[config.mk]
export PLATFORM = sky130hd
export DESIGN_NAME = sum_filtered_mixed_radix_enumerator_core_flat
export DESIGN_NICKNAME = d
export VERILOG_FILES = /design/src/hdl/sfmre_pkg.sv /design/src/hdl/sfmre_cfg_if.sv /design/src/hdl/sfmre_cmd_if.sv /design/src/hdl/sfmre_res_if.sv /design/src/hdl/sum_filtered_mixed_radix_enumerator_core.sv /design/src/hdl/sfmre_ram.sv /design/src/flat_wrapper.sv
export SDC_FILE = /design/constraint.sdc
export NUM_CORES = 2
export LEC_CHECK = 0
export ABC_AREA = 1
export BUFFER_PORTS_ARGS = -buffer_cell sky130_fd_sc_hd__buf_4
export CORE_MARGIN = 2
export CORE_UTILIZATION = 36
export DETAILED_ROUTE_END_ITERATION = 16
export SYNTH_ARGS = -nofsm -noshare
export SYNTH_HDL_FRONTEND = slang
export SYNTH_HIERARCHICAL = 1
export SYNTH_SLANG_ARGS = --single-unit
export TNS_END_PERCENT = 50
[constraint.sdc]
create_clock -name clk_i -period 4 [get_ports clk_i]
set_clock_uncertainty 0.15 [all_clocks]
set_input_delay 0 -clock clk_i [delete_from_list [all_inputs] [get_ports clk_i]]
set_output_delay 0 -clock clk_i [all_outputs]
set_load 0.005 [all_outputs]
[src/hdl/sfmre_pkg.sv]
`timescale 1ns / 1ps
// Shared constants for the sum-filtered mixed-radix enumerator.
// Field widths, command codes and config register indexes; no dependencies.
package sfmre_pkg;

  // Command item fields
  localparam int CMD_W  = 2;
  localparam int LIST_W = 3;
  localparam int SLOT_W = 4;
  localparam int VAL_W  = 8;
  localparam int CNT_W  = 5;

  // Result item fields
  localparam int POS_W = 3;

  // Config registers
  localparam int TGT_W      = 11;
  localparam int NPOS_W     = 4;
  localparam int CFG_IDX_W  = 4;
  localparam int CFG_DATA_W = 16;

  localparam int VAL_MAX = (1 << VAL_W) - 1;

  localparam logic [CMD_W-1:0] CMD_LOAD   = 2'd0;
  localparam logic [CMD_W-1:0] CMD_COUNT  = 2'd1;
  localparam logic [CMD_W-1:0] CMD_REWIND = 2'd2;
  localparam logic [CMD_W-1:0] CMD_NEXT   = 2'd3;

  localparam logic [CFG_IDX_W-1:0] REG_TARGET_SUM = 4'd0;
  localparam logic [CFG_IDX_W-1:0] REG_POSITIONS  = 4'd1;

endpackage

[src/hdl/sfmre_cfg_if.sv]
`timescale 1ns / 1ps
// Config write channel: valid/ready, register index and write data.
// Depends on sfmre_pkg for widths.
interface sfmre_cfg_if import sfmre_pkg::*; ();
  logic                  valid;
  logic                  ready;
  logic [CFG_IDX_W-1:0]  reg_index;
  logic [CFG_DATA_W-1:0] wdata;

  modport source (output valid, output reg_index, output wdata, input ready);
  modport sink   (input valid, input reg_index, input wdata, output ready);
endinterface

[src/hdl/sfmre_cmd_if.sv]
`timescale 1ns / 1ps
// Command channel: valid/ready plus one command item.
// Depends on sfmre_pkg for widths.
interface sfmre_cmd_if import sfmre_pkg::*; ();
  logic              valid;
  logic              ready;
  logic [CMD_W-1:0]  command;
  logic [LIST_W-1:0] list_index;
  logic [SLOT_W-1:0] entry_index;
  logic [VAL_W-1:0]  entry_value;
  logic [CNT_W-1:0]  entry_count;

  modport source (output valid, output command, output list_index, output entry_index,
                  output entry_value, output entry_count, input ready);
  modport sink   (input valid, input command, input list_index, input entry_index,
                  input entry_value, input entry_count, output ready);
endinterface

[src/hdl/sfmre_res_if.sv]
`timescale 1ns / 1ps
// Result channel: valid/ready plus one result item.
// Depends on sfmre_pkg for widths.
interface sfmre_res_if import sfmre_pkg::*; ();
  logic             valid;
  logic             ready;
  logic             found;
  logic [POS_W-1:0] position;
  logic [VAL_W-1:0] element;
  logic             last;

  modport source (output valid, output found, output position, output element,
                  output last, input ready);
  modport sink   (input valid, input found, input position, input element,
                  input last, output ready);
endinterface

[src/hdl/sum_filtered_mixed_radix_enumerator_core.sv]
`timescale 1ns / 1ps
// Top level of the sum-filtered mixed-radix enumerator.
// Uses sfmre_pkg, the three channel interfaces and sfmre_ram (value table).
//
// Usage
//   cfg_i : register writes (target sum, positions in use), always ready.
//   cmd_i : one command per transaction: load entry, set list count, rewind,
//           next match. Ready only while the sequencer is idle.
//   res_o : result transactions. A match gives one transaction per position,
//           last set on the final one; exhaustion gives a single transaction
//           with found low.
// Sequence
//   Load, count and rewind give no result.
//   Next match: a read and a cache step per position to load the current digit
//   values out of the table, the start-combination check, then a step and an
//   update state per digit change while the odometer steps one combination at
//   a time, then one result per position. The step loop (one table read per
//   digit change) dominates, so the total depends on how far the next match lies.
//   Next match while exhausted: the sequencer moves to its exhaustion emit
//   state, which registers the one result once the output register is free.
// Reset clears the odometer, list counts read as full, the config registers
// return to target 0 and one position. The value table is not cleared.
// A stalled receiver holds the output register; the sequencer waits in its
// emit state, and once it is back to idle new commands are taken even while
// the final result still sits in the output register.
module sum_filtered_mixed_radix_enumerator_core import sfmre_pkg::*; #(
  parameter int MAX_POSITIONS = 8,
  parameter int MAX_ENTRIES   = 16
) (
  input  logic       clk_i,
  input  logic       rst_ni,
  sfmre_cfg_if.sink  cfg_i,
  sfmre_cmd_if.sink  cmd_i,
  sfmre_res_if.source res_o
);

  localparam int PW      = (MAX_POSITIONS > 1) ? $clog2(MAX_POSITIONS) : 1;
  localparam int DW      = $clog2(MAX_ENTRIES);
  localparam int AW      = PW + DW;
  localparam int SUM_MAX = MAX_POSITIONS * VAL_MAX;
  localparam int SUMW    = $clog2(SUM_MAX + 1);
  localparam int CMPW    = (SUMW > TGT_W) ? SUMW : TGT_W;

  // Sequencer states
  localparam logic [2:0] ST_IDLE     = 3'd0;
  localparam logic [2:0] ST_PRIME_RD = 3'd1;  // read value under current digit
  localparam logic [2:0] ST_PRIME_WR = 3'd2;  // cache it and add into sum
  localparam logic [2:0] ST_CHECK    = 3'd3;  // start combination after rewind
  localparam logic [2:0] ST_STEP     = 3'd4;  // advance digit at ptr, issue read
  localparam logic [2:0] ST_UPD      = 3'd5;  // fold new value into sum
  localparam logic [2:0] ST_EMIT     = 3'd6;
  localparam logic [2:0] ST_EMIT_EX  = 3'd7;

  // Config registers
  logic [TGT_W-1:0]  target_q;
  logic [NPOS_W-1:0] npos_q;

  // Per-position state, always indexed by ptr_q on the read side
  logic [DW-1:0]    digit_q [MAX_POSITIONS];
  logic [VAL_W-1:0] vals_q  [MAX_POSITIONS];
  logic [CNT_W-1:0] count_q [MAX_POSITIONS];

  logic [2:0]      state_q, state_d;
  logic [PW-1:0]   ptr_q, ptr_d;
  logic [SUMW-1:0] sum_q, sum_d;
  logic            fresh_q, fresh_d;
  logic            exhausted_q, exhausted_d;
  logic [DW-1:0]   new_digit_q, new_digit_d;
  logic            carry_q, carry_d;

  logic             out_valid_q, out_valid_d;
  logic             out_found_q, out_found_d;
  logic [POS_W-1:0] out_pos_q, out_pos_d;
  logic [VAL_W-1:0] out_elem_q, out_elem_d;
  logic             out_last_q, out_last_d;

  logic            cmd_acc, res_free;
  logic            list_ok, slot_ok;
  logic [PW-1:0]   list_sel;
  logic [DW-1:0]   slot_sel;
  logic [PW-1:0]   n_last;
  logic [CNT_W-1:0] cnt_cur;
  logic [DW-1:0]   cur_digit, last_digit, step_digit;
  logic            at_last;
  logic [SUMW-1:0] sum_upd;
  logic            hit_cur, hit_upd;
  logic            digit_we, digits_clear, vals_we, count_we;

  logic             ram_we;
  logic [AW-1:0]    ram_waddr, ram_raddr;
  logic [VAL_W-1:0] ram_rdata;

  // ---------------------------------------------------------------------
  // Config port
  // ---------------------------------------------------------------------
  assign cfg_i.ready = 1'b1;

  always_ff @(posedge clk_i or negedge rst_ni) begin
    if (!rst_ni) begin
      target_q <= '0;
      npos_q   <= NPOS_W'(1);
    end else if (cfg_i.valid) begin
      case (cfg_i.reg_index)
        REG_TARGET_SUM: target_q <= cfg_i.wdata[TGT_W-1:0];
        REG_POSITIONS:  npos_q   <= cfg_i.wdata[NPOS_W-1:0];
        default: ;  // unknown index: ignored
      endcase
    end
  end

  // ---------------------------------------------------------------------
  // Decode and derived limits
  // ---------------------------------------------------------------------
  assign cmd_acc  = cmd_i.valid && cmd_i.ready;
  assign res_free = !out_valid_q || res_o.ready;

  // Loads and counts beyond the table are dropped
  assign list_ok  = (32'(cmd_i.list_index) < MAX_POSITIONS);
  assign slot_ok  = (32'(cmd_i.entry_index) < MAX_ENTRIES);
  assign list_sel = PW'(cmd_i.list_index);
  assign slot_sel = DW'(cmd_i.entry_index);

  // Highest position in use: zero acts as one, overrange clamps
  always_comb begin
    if (npos_q == '0) begin
      n_last = '0;
    end else if (32'(npos_q) > MAX_POSITIONS) begin
      n_last = PW'(MAX_POSITIONS - 1);
    end else begin
      n_last = PW'(npos_q - NPOS_W'(1));
    end
  end

  // Last valid digit of the list at ptr: count zero acts as one, overrange clamps
  assign cnt_cur = count_q[ptr_q];
  always_comb begin
    if (cnt_cur == '0) begin
      last_digit = '0;
    end else if (32'(cnt_cur) > MAX_ENTRIES) begin
      last_digit = DW'(MAX_ENTRIES - 1);
    end else begin
      last_digit = DW'(cnt_cur - CNT_W'(1));
    end
  end

  // A digit at or past its last entry carries
  assign cur_digit  = digit_q[ptr_q];
  assign at_last    = (cur_digit >= last_digit);
  assign step_digit = at_last ? '0 : cur_digit + DW'(1);

  // Swap the old value at ptr for the one just read
  assign sum_upd = sum_q - SUMW'(vals_q[ptr_q]) + SUMW'(ram_rdata);
  assign hit_cur = (CMPW'(sum_q) == CMPW'(target_q));
  assign hit_upd = (CMPW'(sum_upd) == CMPW'(target_q));

  // ---------------------------------------------------------------------
  // Value table
  // ---------------------------------------------------------------------
  assign ram_we    = cmd_acc && (cmd_i.command == CMD_LOAD) && list_ok && slot_ok;
  assign ram_waddr = {list_sel, slot_sel};
  assign ram_raddr = {ptr_q, (state_q == ST_STEP) ? step_digit : cur_digit};

  sfmre_ram #(
    .WIDTH (VAL_W),
    .DEPTH (1 << AW)
  ) u_value_ram (
    .clk_i   (clk_i),
    .we_i    (ram_we),
    .waddr_i (ram_waddr),
    .wdata_i (cmd_i.entry_value),
    .raddr_i (ram_raddr),
    .rdata_o (ram_rdata)
  );

  // ---------------------------------------------------------------------
  // Sequencer
  // ---------------------------------------------------------------------
  assign cmd_i.ready = (state_q == ST_IDLE);

  always_comb begin
    state_d      = state_q;
    ptr_d        = ptr_q;
    sum_d        = sum_q;
    fresh_d      = fresh_q;
    exhausted_d  = exhausted_q;
    new_digit_d  = new_digit_q;
    carry_d      = carry_q;
    digit_we     = 1'b0;
    digits_clear = 1'b0;
    vals_we      = 1'b0;
    count_we     = 1'b0;

    out_valid_d = out_valid_q && !res_o.ready;
    out_found_d = out_found_q;
    out_pos_d   = out_pos_q;
    out_elem_d  = out_elem_q;
    out_last_d  = out_last_q;

    case (state_q)
      ST_IDLE: begin
        if (cmd_acc) begin
          case (cmd_i.command)
            CMD_LOAD: ;  // table write handled at the RAM port
            CMD_COUNT: count_we = list_ok;
            CMD_REWIND: begin
              digits_clear = 1'b1;
              fresh_d      = 1'b1;
              exhausted_d  = 1'b0;
            end
            CMD_NEXT: begin
              if (exhausted_q) begin
                state_d = ST_EMIT_EX;
              end else begin
                ptr_d   = '0;
                sum_d   = '0;
                state_d = ST_PRIME_RD;
              end
            end
            default: ;
          endcase
        end
      end

      ST_PRIME_RD: state_d = ST_PRIME_WR;

      ST_PRIME_WR: begin
        vals_we = 1'b1;
        sum_d   = sum_q + SUMW'(ram_rdata);
        if (ptr_q == n_last) begin
          ptr_d   = '0;
          state_d = ST_CHECK;
        end else begin
          ptr_d   = ptr_q + PW'(1);
          state_d = ST_PRIME_RD;
        end
      end

      ST_CHECK: begin
        // the start combination counts only on the first search after rewind
        if (fresh_q) begin
          fresh_d = 1'b0;
          state_d = hit_cur ? ST_EMIT : ST_STEP;
        end else begin
          state_d = ST_STEP;
        end
      end

      ST_STEP: begin
        new_digit_d = step_digit;
        carry_d     = at_last;
        state_d     = ST_UPD;
      end

      ST_UPD: begin
        digit_we = 1'b1;
        vals_we  = 1'b1;
        sum_d    = sum_upd;
        if (carry_q) begin
          if (ptr_q == n_last) begin
            // carry out of the top digit: every combination visited
            exhausted_d = 1'b1;
            state_d     = ST_EMIT_EX;
          end else begin
            ptr_d   = ptr_q + PW'(1);
            state_d = ST_STEP;
          end
        end else begin
          ptr_d   = '0;
          state_d = hit_upd ? ST_EMIT : ST_STEP;
        end
      end

      ST_EMIT: begin
        if (res_free) begin
          out_valid_d = 1'b1;
          out_found_d = 1'b1;
          out_pos_d   = POS_W'(ptr_q);
          out_elem_d  = vals_q[ptr_q];
          out_last_d  = (ptr_q == n_last);
          if (ptr_q == n_last) begin
            state_d = ST_IDLE;
          end else begin
            ptr_d = ptr_q + PW'(1);
          end
        end
      end

      ST_EMIT_EX: begin
        if (res_free) begin
          out_valid_d = 1'b1;
          out_found_d = 1'b0;
          out_pos_d   = '0;
          out_elem_d  = '0;
          out_last_d  = 1'b1;
          state_d     = ST_IDLE;
        end
      end

      default: state_d = ST_IDLE;
    endcase
  end

  always_ff @(posedge clk_i or negedge rst_ni) begin
    if (!rst_ni) begin
      state_q     <= ST_IDLE;
      ptr_q       <= '0;
      sum_q       <= '0;
      fresh_q     <= 1'b1;
      exhausted_q <= 1'b0;
      new_digit_q <= '0;
      carry_q     <= 1'b0;
      out_valid_q <= 1'b0;
    end else begin
      state_q     <= state_d;
      ptr_q       <= ptr_d;
      sum_q       <= sum_d;
      fresh_q     <= fresh_d;
      exhausted_q <= exhausted_d;
      new_digit_q <= new_digit_d;
      carry_q     <= carry_d;
      out_valid_q <= out_valid_d;
    end
  end

  // Output payload
  always_ff @(posedge clk_i) begin
    out_found_q <= out_found_d;
    out_pos_q   <= out_pos_d;
    out_elem_q  <= out_elem_d;
    out_last_q  <= out_last_d;
  end

  // Odometer digits
  always_ff @(posedge clk_i or negedge rst_ni) begin
    if (!rst_ni) begin
      for (int i = 0; i < MAX_POSITIONS; i++) begin
        digit_q[i] <= '0;
      end
    end else if (digits_clear) begin
      for (int i = 0; i < MAX_POSITIONS; i++) begin
        digit_q[i] <= '0;
      end
    end else if (digit_we) begin
      digit_q[ptr_q] <= new_digit_q;
    end
  end

  // List counts, reset to all ones
  always_ff @(posedge clk_i or negedge rst_ni) begin
    if (!rst_ni) begin
      for (int i = 0; i < MAX_POSITIONS; i++) begin
        count_q[i] <= '1;
      end
    end else if (count_we) begin
      count_q[list_sel] <= cmd_i.entry_count;
    end
  end

  // Cached values under the current digits
  always_ff @(posedge clk_i) begin
    if (vals_we) begin
      vals_q[ptr_q] <= ram_rdata;
    end
  end

  assign res_o.valid    = out_valid_q;
  assign res_o.found    = out_found_q;
  assign res_o.position = out_pos_q;
  assign res_o.element  = out_elem_q;
  assign res_o.last     = out_last_q;

  // ---------------------------------------------------------------------
  // Assertions
  // ---------------------------------------------------------------------
  a_exhaust_item: assert property (@(posedge clk_i) disable iff (!rst_ni)
    out_valid_q && !out_found_q |-> out_last_q && (out_elem_q == '0) && (out_pos_q == '0))
    else $error("exhaustion result with bad payload");

  a_sum_bound: assert property (@(posedge clk_i) disable iff (!rst_ni)
    32'(sum_q) <= SUM_MAX)
    else $error("running sum out of range");

  a_exhaust_src: assert property (@(posedge clk_i) disable iff (!rst_ni)
    $rose(exhausted_q) |-> ($past(state_q) == ST_UPD) && $past(carry_q))
    else $error("exhausted set outside a top-digit carry");

  a_emit_ptr: assert property (@(posedge clk_i) disable iff (!rst_ni)
    (state_q == ST_EMIT) || (state_q == ST_UPD) |-> ptr_q <= n_last)
    else $error("position pointer past last position in use");

  a_next_exh: assert property (@(posedge clk_i) disable iff (!rst_ni)
    cmd_acc && (cmd_i.command == CMD_NEXT) && exhausted_q |=> state_q == ST_EMIT_EX)
    else $error("next while exhausted did not go to exhaustion result");

endmodule

[src/hdl/sfmre_ram.sv]
`timescale 1ns / 1ps
// Generic simple dual-port RAM: one write port, one read port, registered read.
// No dependencies.
module sfmre_ram #(
  parameter int WIDTH = 8,
  parameter int DEPTH = 128,
  localparam int AW = (DEPTH > 1) ? $clog2(DEPTH) : 1
) (
  input  logic             clk_i,
  input  logic             we_i,
  input  logic [AW-1:0]    waddr_i,
  input  logic [WIDTH-1:0] wdata_i,
  input  logic [AW-1:0]    raddr_i,
  output logic [WIDTH-1:0] rdata_o
);

  logic [WIDTH-1:0] mem_q [DEPTH];
  logic [WIDTH-1:0] rdata_q;

  always_ff @(posedge clk_i) begin
    if (we_i) begin
      mem_q[waddr_i] <= wdata_i;
    end
    rdata_q <= mem_q[raddr_i];
  end

  assign rdata_o = rdata_q;

endmodule
[src/flat_wrapper.sv]
// flat-port wrapper written by rule: the top's interface ports become plain ports
module sum_filtered_mixed_radix_enumerator_core_flat import sfmre_pkg::*;
#(
  parameter int MAX_POSITIONS = 8,
  parameter int MAX_ENTRIES   = 16
)
  (clk_i, rst_ni, cfg_i_valid, cfg_i_reg_index, cfg_i_wdata, cfg_i_ready, cmd_i_valid, cmd_i_command, cmd_i_list_index, cmd_i_entry_index, cmd_i_entry_value, cmd_i_entry_count, cmd_i_ready, res_o_valid, res_o_found, res_o_position, res_o_element, res_o_last, res_o_ready);
  sfmre_cfg_if cfg_i_i ();
  sfmre_cmd_if cmd_i_i ();
  sfmre_res_if res_o_i ();
  input  logic clk_i;
  input  logic rst_ni;
  input wire logic [$bits(cfg_i_i.valid)-1:0] cfg_i_valid;
  input wire logic [$bits(cfg_i_i.reg_index)-1:0] cfg_i_reg_index;
  input wire logic [$bits(cfg_i_i.wdata)-1:0] cfg_i_wdata;
  output wire logic [$bits(cfg_i_i.ready)-1:0] cfg_i_ready;
  input wire logic [$bits(cmd_i_i.valid)-1:0] cmd_i_valid;
  input wire logic [$bits(cmd_i_i.command)-1:0] cmd_i_command;
  input wire logic [$bits(cmd_i_i.list_index)-1:0] cmd_i_list_index;
  input wire logic [$bits(cmd_i_i.entry_index)-1:0] cmd_i_entry_index;
  input wire logic [$bits(cmd_i_i.entry_value)-1:0] cmd_i_entry_value;
  input wire logic [$bits(cmd_i_i.entry_count)-1:0] cmd_i_entry_count;
  output wire logic [$bits(cmd_i_i.ready)-1:0] cmd_i_ready;
  output wire logic [$bits(res_o_i.valid)-1:0] res_o_valid;
  output wire logic [$bits(res_o_i.found)-1:0] res_o_found;
  output wire logic [$bits(res_o_i.position)-1:0] res_o_position;
  output wire logic [$bits(res_o_i.element)-1:0] res_o_element;
  output wire logic [$bits(res_o_i.last)-1:0] res_o_last;
  input wire logic [$bits(res_o_i.ready)-1:0] res_o_ready;
  assign cfg_i_i.valid = cfg_i_valid;
  assign cfg_i_i.reg_index = cfg_i_reg_index;
  assign cfg_i_i.wdata = cfg_i_wdata;
  assign cfg_i_ready = cfg_i_i.ready;
  assign cmd_i_i.valid = cmd_i_valid;
  assign cmd_i_i.command = cmd_i_command;
  assign cmd_i_i.list_index = cmd_i_list_index;
  assign cmd_i_i.entry_index = cmd_i_entry_index;
  assign cmd_i_i.entry_value = cmd_i_entry_value;
  assign cmd_i_i.entry_count = cmd_i_entry_count;
  assign cmd_i_ready = cmd_i_i.ready;
  assign res_o_valid = res_o_i.valid;
  assign res_o_found = res_o_i.found;
  assign res_o_position = res_o_i.position;
  assign res_o_element = res_o_i.element;
  assign res_o_last = res_o_i.last;
  assign res_o_i.ready = res_o_ready;
  sum_filtered_mixed_radix_enumerator_core #(.MAX_POSITIONS(MAX_POSITIONS), .MAX_ENTRIES(MAX_ENTRIES)) u_core (.clk_i(clk_i), .rst_ni(rst_ni), .cfg_i(cfg_i_i), .cmd_i(cmd_i_i), .res_o(res_o_i));
endmodule
* Word level (Yosys, flattened, before mapping)
Memory sizes are Yosys's and may differ from the RTL's. A register that Yosys moved wholly into a read port is not among the register bits.
Index checks and enable logic that the tools add are counted.
** Storage, ports and cells
- Output and inout port bits :: 16
- Flip-flop bits (word level) :: 125
- RAM bits :: 1088
- Input port bits :: 47
- Word-level logic and storage cells :: 177
- Memories kept :: 2
** Operators by class
- Bitwise gates (word level) :: 2
- $lt $le $gt $ge :: 7
- Equality and inequality tests :: 23
- Add/sub/neg operators :: 7
- Reductions and logical operators :: 29
- Multiplexer cells :: 77
** Memory list
- u_core.u_value_ram.mem_q :: depth 128, bits a word 8, read ports 1, clocked after Yosys merged registers in 1, write ports 1, line sfmre_ram.sv:17 : logic [WIDTH-1:0] mem_q [DEPTH];
- u_core.vals_q :: depth 8, bits a word 8, read ports 1, clocked after Yosys merged registers in 0, write ports 1, line sum_filtered_mixed_radix_enumerator_core.sv:60 : logic [VAL_W-1:0] vals_q [MAX_POSITIONS];
** Operators with widths (count)
- two-way mux 32 bit :: 2
- two-way mux 3 bit :: 18
- bitwise mux 40 bit :: 1
- two-way mux 11 bit :: 3
- case mux 11 bit (3 select lines) :: 1
- bitwise mux 32 bit :: 1
- two-way mux 4 bit :: 7
- case mux 3 bit (8 select lines) :: 1
- two-way mux 1 bit :: 23
- adder 11 x 8 -> 11 bit :: 2
- equality test 11 bit :: 2
- two-way mux 8 bit :: 2
- case mux 8 bit (2 select lines) :: 1
- binary-select mux 5 bit (select 3 bit) :: 1
- demux 5 bit (select 3 bit) :: 1
- two-way mux 5 bit :: 3
- AND reduction 5 bit :: 3
- binary-select mux 4 bit (select 3 bit) :: 1
- demux 4 bit (select 3 bit) :: 1
- equality test 3 bit (second input constant) :: 4
- case mux 3 bit (4 select lines) :: 1
- subtractor 11 x 8 -> 11 bit :: 1
- != test 2 x 1 -> 1 bit (second input constant) :: 5
- >= comparator 4 bit (second input constant) :: 2
- 33 further kinds :: 58

* Logic depth before layout (Yosys ltp)
- Depth after elaboration :: 10
- Mapped depth :: 39
- Gate-level depth less buffers :: 35

* Cells and area by module
The synthesis kept the hierarchy.
** Modules (own cells, without submodules)
- sfmre_ram :: times used 1, cells each 3575, sequential area each 30909.6 sq um, area each 42104.1 sq um
- sum_filtered_mixed_radix_enumerator_core :: times used 1, cells each 1087, sequential area each 5167.5 sq um, area each 9943.3 sq um

* Worst setup path before layout
OpenSTA, ideal clock, no wires.
- Path type :: flip-flop to flip-flop
- Start :: register u_core.ptr_q[1]
- End :: register u_core.u_value_ram.rdata_q[6] (netlist: u_core/u_value_ram/rdata_o[6]) (read register of u_core.u_value_ram.mem_q)
- Stages on the path, launching flop included :: 32
- Setup slack :: -382 ps
- Setup time :: 112 ps
- Path buffers :: 3
- Clock period less this slack :: 4382 ps
- Arrival time :: 4119 ps
- Data required time :: 3738 ps
- Cell sequence :: dfrtp_1 -> inv_2 -> nand3_4 -> inv_4 -> clkbuf_8 -> a221oi_2 -> nand4_1 -> inv_2 -> ha_1 -> nand4_2 -> or2_4 -> nand2_2 -> nand2_1 -> ha_1 -> o21ai_0 -> inv_1 -> o21ai_0 -> nand2_1 -> a21oi_1 -> nand2_1 -> a21oi_1 -> o21ai_1 -> o21ai_0 -> clkbuf_1 -> clkbuf_1 -> nand3_1 -> nand2_1 -> nand2_1 -> nand3_1 -> nand2_1 -> nand2_1 -> nand2_1
** Between the ends
- Longest elaborated chain between the ends :: 10
- Elaborated cells between the ends (all ways) :: 16
- Those cells by class :: add/sub: 2; order compare: 2; mux: 10; bitwise: 1; reduce/logical: 1
** Ends and longest elaborated chain
- from (decl) :: line sum_filtered_mixed_radix_enumerator_core.sv:64 : logic [PW-1:0] ptr_q, ptr_d;
- from (signal assigned) :: line sum_filtered_mixed_radix_enumerator_core.sv:315 : ptr_q <= ptr_d;
- NOT 3 -> 4 bit (implied by the code) (*) :: line sum_filtered_mixed_radix_enumerator_core.sv:135, sum_filtered_mixed_radix_enumerator_core.sv:147
- binary-select mux 5 bit (select 3 bit) :: line sum_filtered_mixed_radix_enumerator_core.sv:135 : assign cnt_cur = count_q[ptr_q];
- two-way mux 5 bit (implied by the code) (2 in a row) :: line sum_filtered_mixed_radix_enumerator_core.sv:135
- subtractor 4 x 1 -> 4 bit or > comparator 5 bit (tied branches) :: line sum_filtered_mixed_radix_enumerator_core.sv:142, sum_filtered_mixed_radix_enumerator_core.sv:139
- two-way mux 4 bit :: line sum_filtered_mixed_radix_enumerator_core.sv:139 : end else if (32'(cnt_cur) > MAX_ENTRIES) begin
- two-way mux 4 bit :: line sum_filtered_mixed_radix_enumerator_core.sv:137 : if (cnt_cur == '0) begin
- >= comparator 4 bit :: line sum_filtered_mixed_radix_enumerator_core.sv:148 : assign at_last = (cur_digit >= last_digit);
- two-way mux 4 bit :: line sum_filtered_mixed_radix_enumerator_core.sv:149 : assign step_digit = at_last ? '0 : cur_digit + DW'(1);
- two-way mux 4 bit (*) :: line sum_filtered_mixed_radix_enumerator_core.sv:161 : assign ram_raddr = {ptr_q, (state_q == ST_STEP) ? step_digit : cur_digit};
- net u_core.ram_raddr[3] :: line sum_filtered_mixed_radix_enumerator_core.sv:90 : logic [AW-1:0] ram_waddr, ram_raddr;
- to (decl) :: line sfmre_ram.sv:18 : logic [WIDTH-1:0] rdata_q;
Mark *: on every way through the listed nets, which the timed path passes. The rest lies on a longest branch. The select of a mux whose other input is x is not followed.
A chain may end at the register's enable or synchronous reset.

* Worst setup path in the final report
- Start :: register u_core.ptr_q[0]
- End :: register u_core.u_value_ram.rdata_q[0] (netlist: u_core/u_value_ram/rdata_o[0]) (read register of u_core.u_value_ram.mem_q)
The elaborated chain is that of the path after synthesis.

==> results.cfg <==
[yosys]
avgSynthCellArea_um2 = 11.2
yosysSeqAreaShare = 0.693
ys_types = 56
synth-edff-count = 1101
async_reset_ff_frac = 0.0917
syn_nets = 4747
yosys_warnings = 6
netlist_instances = 4662
synth_area_leaders = edfxtp_1, nand2_1, nand3_1, dfrtp_1, dfstp_2
synthFlopType = edfxtp_1
synth-seq-cells = 1221
synth.top_cell.area_share = 0.635
synth_area_um2 = 52000
synth_area_leader_cell = edfxtp_1

[setup_path]
r2r-start = u_core/ptr_q[0]
critPathRequiredTime_ns = 4.50
worstSetupPathType = reg2reg
cp_max_fo = 15
rrSetupSlack_ns = -0.72
crit_top_cell = nand2_1
critPathMaxStageDelay_ns = 0.47
ff2ff_path_depth = 33
critPathCaptureType = flop
startpoint_type = flop
crit_arrival_ns = 5.21
r2r_end = u_core/u_value_ram/rdata_o[0]
slowest_stage = dfrtp_2

[timing]
setup_viol = 9
period_needed_ns = 4.72
worstMarginPinSlew_ns = 0.961
setup_slack_ns = -0.718
period_share = 1.18
drv_slew = 0
relSlewSlack = 0.359
fmaxAchievable_mhz = 212
hold_violations = 0
tns_ns = -5.81
grt_setup_unrepaired = yes

[outcome]
status = finished with violations
violations = setup timing

[place]
dpl.hpwl_um = 91500
io_buffers = 56
dp_cells = 6698
placed_cell_area_um2 = 56600
gp_congestion = 0.880

[final_layout]
postLayoutCellArea_um2 = 62900
drive_gt1_frac = 0.157
fillers = 13229
area_growth_syn_to_layout_pct = 20.8
finalNonFillerCells = 7063
nets = 5137

[global_routing]
grt_usage = 0.205
grt.overflow.total = 0
grt_start_max_net_pins = 102
antenna_found_initial = 2
first_global_vias = 36082
grt_pass1_wl_um = 229000

[hold_path]
min_delay_worst_endpoint = u_core/count_q[36]
min_path_cells = 4
hold_start = cmd_i_entry_count[1]
hp-class = in2reg

[route]
drc = 0
ant_nets = 0
dr.pass1.iters = 5
dr.first_iter.drc_count = 3493
routedWlPerCell_um = 21.6
routed_via_density = 5.27
via_count = 37195
wirelength_um = 153000

[cts]
cts_root_buffer = clkbuf_16
cts_sinks = 1221
worstSkewPairLatency_ns = 0.76
numCtsBuffers = 131
cts_tree = built
cts_max_path_buffers = 3
h-tree-depth = 4
path_clk_slew_ns = 0.06

[floorplan]
die_area_um2 = 148000
coreArea_um2 = 143000
num_rows = 139
num_io_pins = 63
die_h_um = 384
floorplan.initialDensity = 0.363
die_w_um = 384

[job]
maxCapViolCount = 0
[cell families (layout without fill, tap and decap cells)]
| family | Yosys count | in the layout | share of synthesized area |
|---|---|---|---|
| buffers and inverters | 481 | 977 | 0.0450 |
| AOI/OAI and AO/OA | 233 | 233 | 0.0282 |
| adders and majority gates | 38 | 38 | 0.0104 |
| other | 1 | 3 | 0.0000720 |
| DFF | 1221 | 1221 | 0.693 |
| xor gates and xnor gates | 13 | 13 | 0.00219 |
| muxes | 1 | 1 | 0.000216 |
| and+or+nand+nor | 2674 | 2674 | 0.221 |
[cell usage after synthesis, types with 9 or more instances]
| cell type | number |
|---|---|
| buf_2 | 126 |
| ha_1 | 29 |
| nand3_1 | 979 |
| nor2_1 | 194 |
| dfstp_2 | 42 |
| nand2_1 | 1433 |
| xor2_1 | 9 |
| o22ai_1 | 36 |
| fa_1 | 9 |
| buf_4 | 43 |
| inv_2 | 15 |
| nor3_1 | 20 |
| buf_1 | 15 |
| clkbuf_1 | 41 |
| nand4_1 | 16 |
| buf_6 | 26 |
| dfrtp_1 | 70 |
| nand2_2 | 9 |
| a22o_1 | 24 |
| edfxtp_1 | 1101 |
| a21oi_1 | 44 |
| inv_1 | 207 |
| o21ai_0 | 88 |
[cells in the final DEF, fill, tap and decap left out, types with 36 or more instances in the layout]
master            n
clkbuf_16       135
dfrtp_1          67
nand2_1        1411
o21ai_0          83
inv_1           204
edfxtp_1       1101
buf_12           42
nand3_1         923
nand3_2          60
buf_4           339
dlygate4sd3_1    71
clkinv_1         36
o22ai_1          36
dfstp_2          42
nor2_1          194
a21oi_1          42
[worst max-delay path: cells and delay by family, from the launching register on]
family | cells | cell delay, ns
flops | 1 | 0.47
fa+ha+maj | 2 | 0.40
buf+inv | 9 | 1.11
compound gates | 5 | 0.70
simple gates | 17 | 1.71
[worst max path at each step]
stage	cells past startpoint	start	end	slack, ns
6_report	33	u_core/ptr_q[0]	u_core/u_value_ram/rdata_o[0]	-0.72
5_1_grt	34	u_core/ptr_q[0]	u_core/u_value_ram/rdata_o[1]	-1.0
4_1_cts	35	u_core/ptr_q[0]	u_core/u_value_ram/rdata_o[0]	-0.68
3_5_place_dp	33	u_core/ptr_q[2]	u_core/u_value_ram/rdata_o[4]	-1.03
3_3_place_gp	33	u_core/ptr_q[2]	u_core/u_value_ram/rdata_o[4]	-1.01
2_1_floorplan	36	u_core/ptr_q[2]	u_core/u_value_ram/rdata_o[2]	-0.13
[state kept, by name (all words and copies together) (netlist names)]
register / flops
u_core/npos_q: 4
u_core/res_o.position: 3
u_core/res_o.valid: 1
u_core/exhausted_q: 1
u_core/vals_q: 64
u_core/res_o.element: 8
u_core/target_q: 11
u_core/digit_q: 32
u_core/res_o.found: 1
u_core/ptr_q: 3
u_core/count_q: 40
u_core/res_o.last: 1
u_core/fresh_q: 1
u_core/sum_q: 11
u_core/u_value_ram/mem_q: 1024
u_core/new_digit_q: 4
u_core/carry_q: 1
u_core/u_value_ram/rdata_o: 8
u_core/state_q: 3
[routing by layer]
metal  share of wire  global-route usage  vias to the layer above
met4           0.028              0.0664                        4
met3           0.079              0.0386                      289
met2            0.47               0.332                     1544
met1            0.42               0.279                    18298
met5         0.00022                   0                        -
li1                -                   -                    17060
[final cells by class]
cell class	instances	area [um2]	area share
Clock buffer	166	3490	0.0555
Sequential cell	1221	36100	0.574
Inverter	229	903	0.0144
Tap cell	1903	2380	0.0379
Timing Repair Buffer	506	5330	0.0847
Multi-Input combinational cell	2960	14100	0.224
Clock inverter	73	581	0.00923
Antenna cell	2	5.00	0.0000796
Timing Repair inverter	3	36.3	0.000577
[per-stage QoR]
| step | util | hold slack [ns] | setup WS (ns) |
|---|---|---|---|
| after floorplan | - | -0.446 | -0.131 |
| after detailed placement | 0.394 | 0.00642 | -1.03 |
| after global routing | 0.438 | 0.0541 | -0.998 |
| after CTS | 0.437 | 0.00114 | -0.678 |
| after global placement | 0.394 | 0.00772 | -1.01 |
| final | 0.438 | 0.0535 | -0.718 |
[timing repair]
item	CTS	global route
cloned	23	1
pin swaps	23	12
hold buffers	72	0
setup endpoints to repair	9	12
setup buffers	21	8
resized for setup	113	31
hold endpoints to repair	1254	0
Power is left out: the tool's default activity adds up to more than one toggle a clock period on the data nets, which glitch-free logic cannot reach.
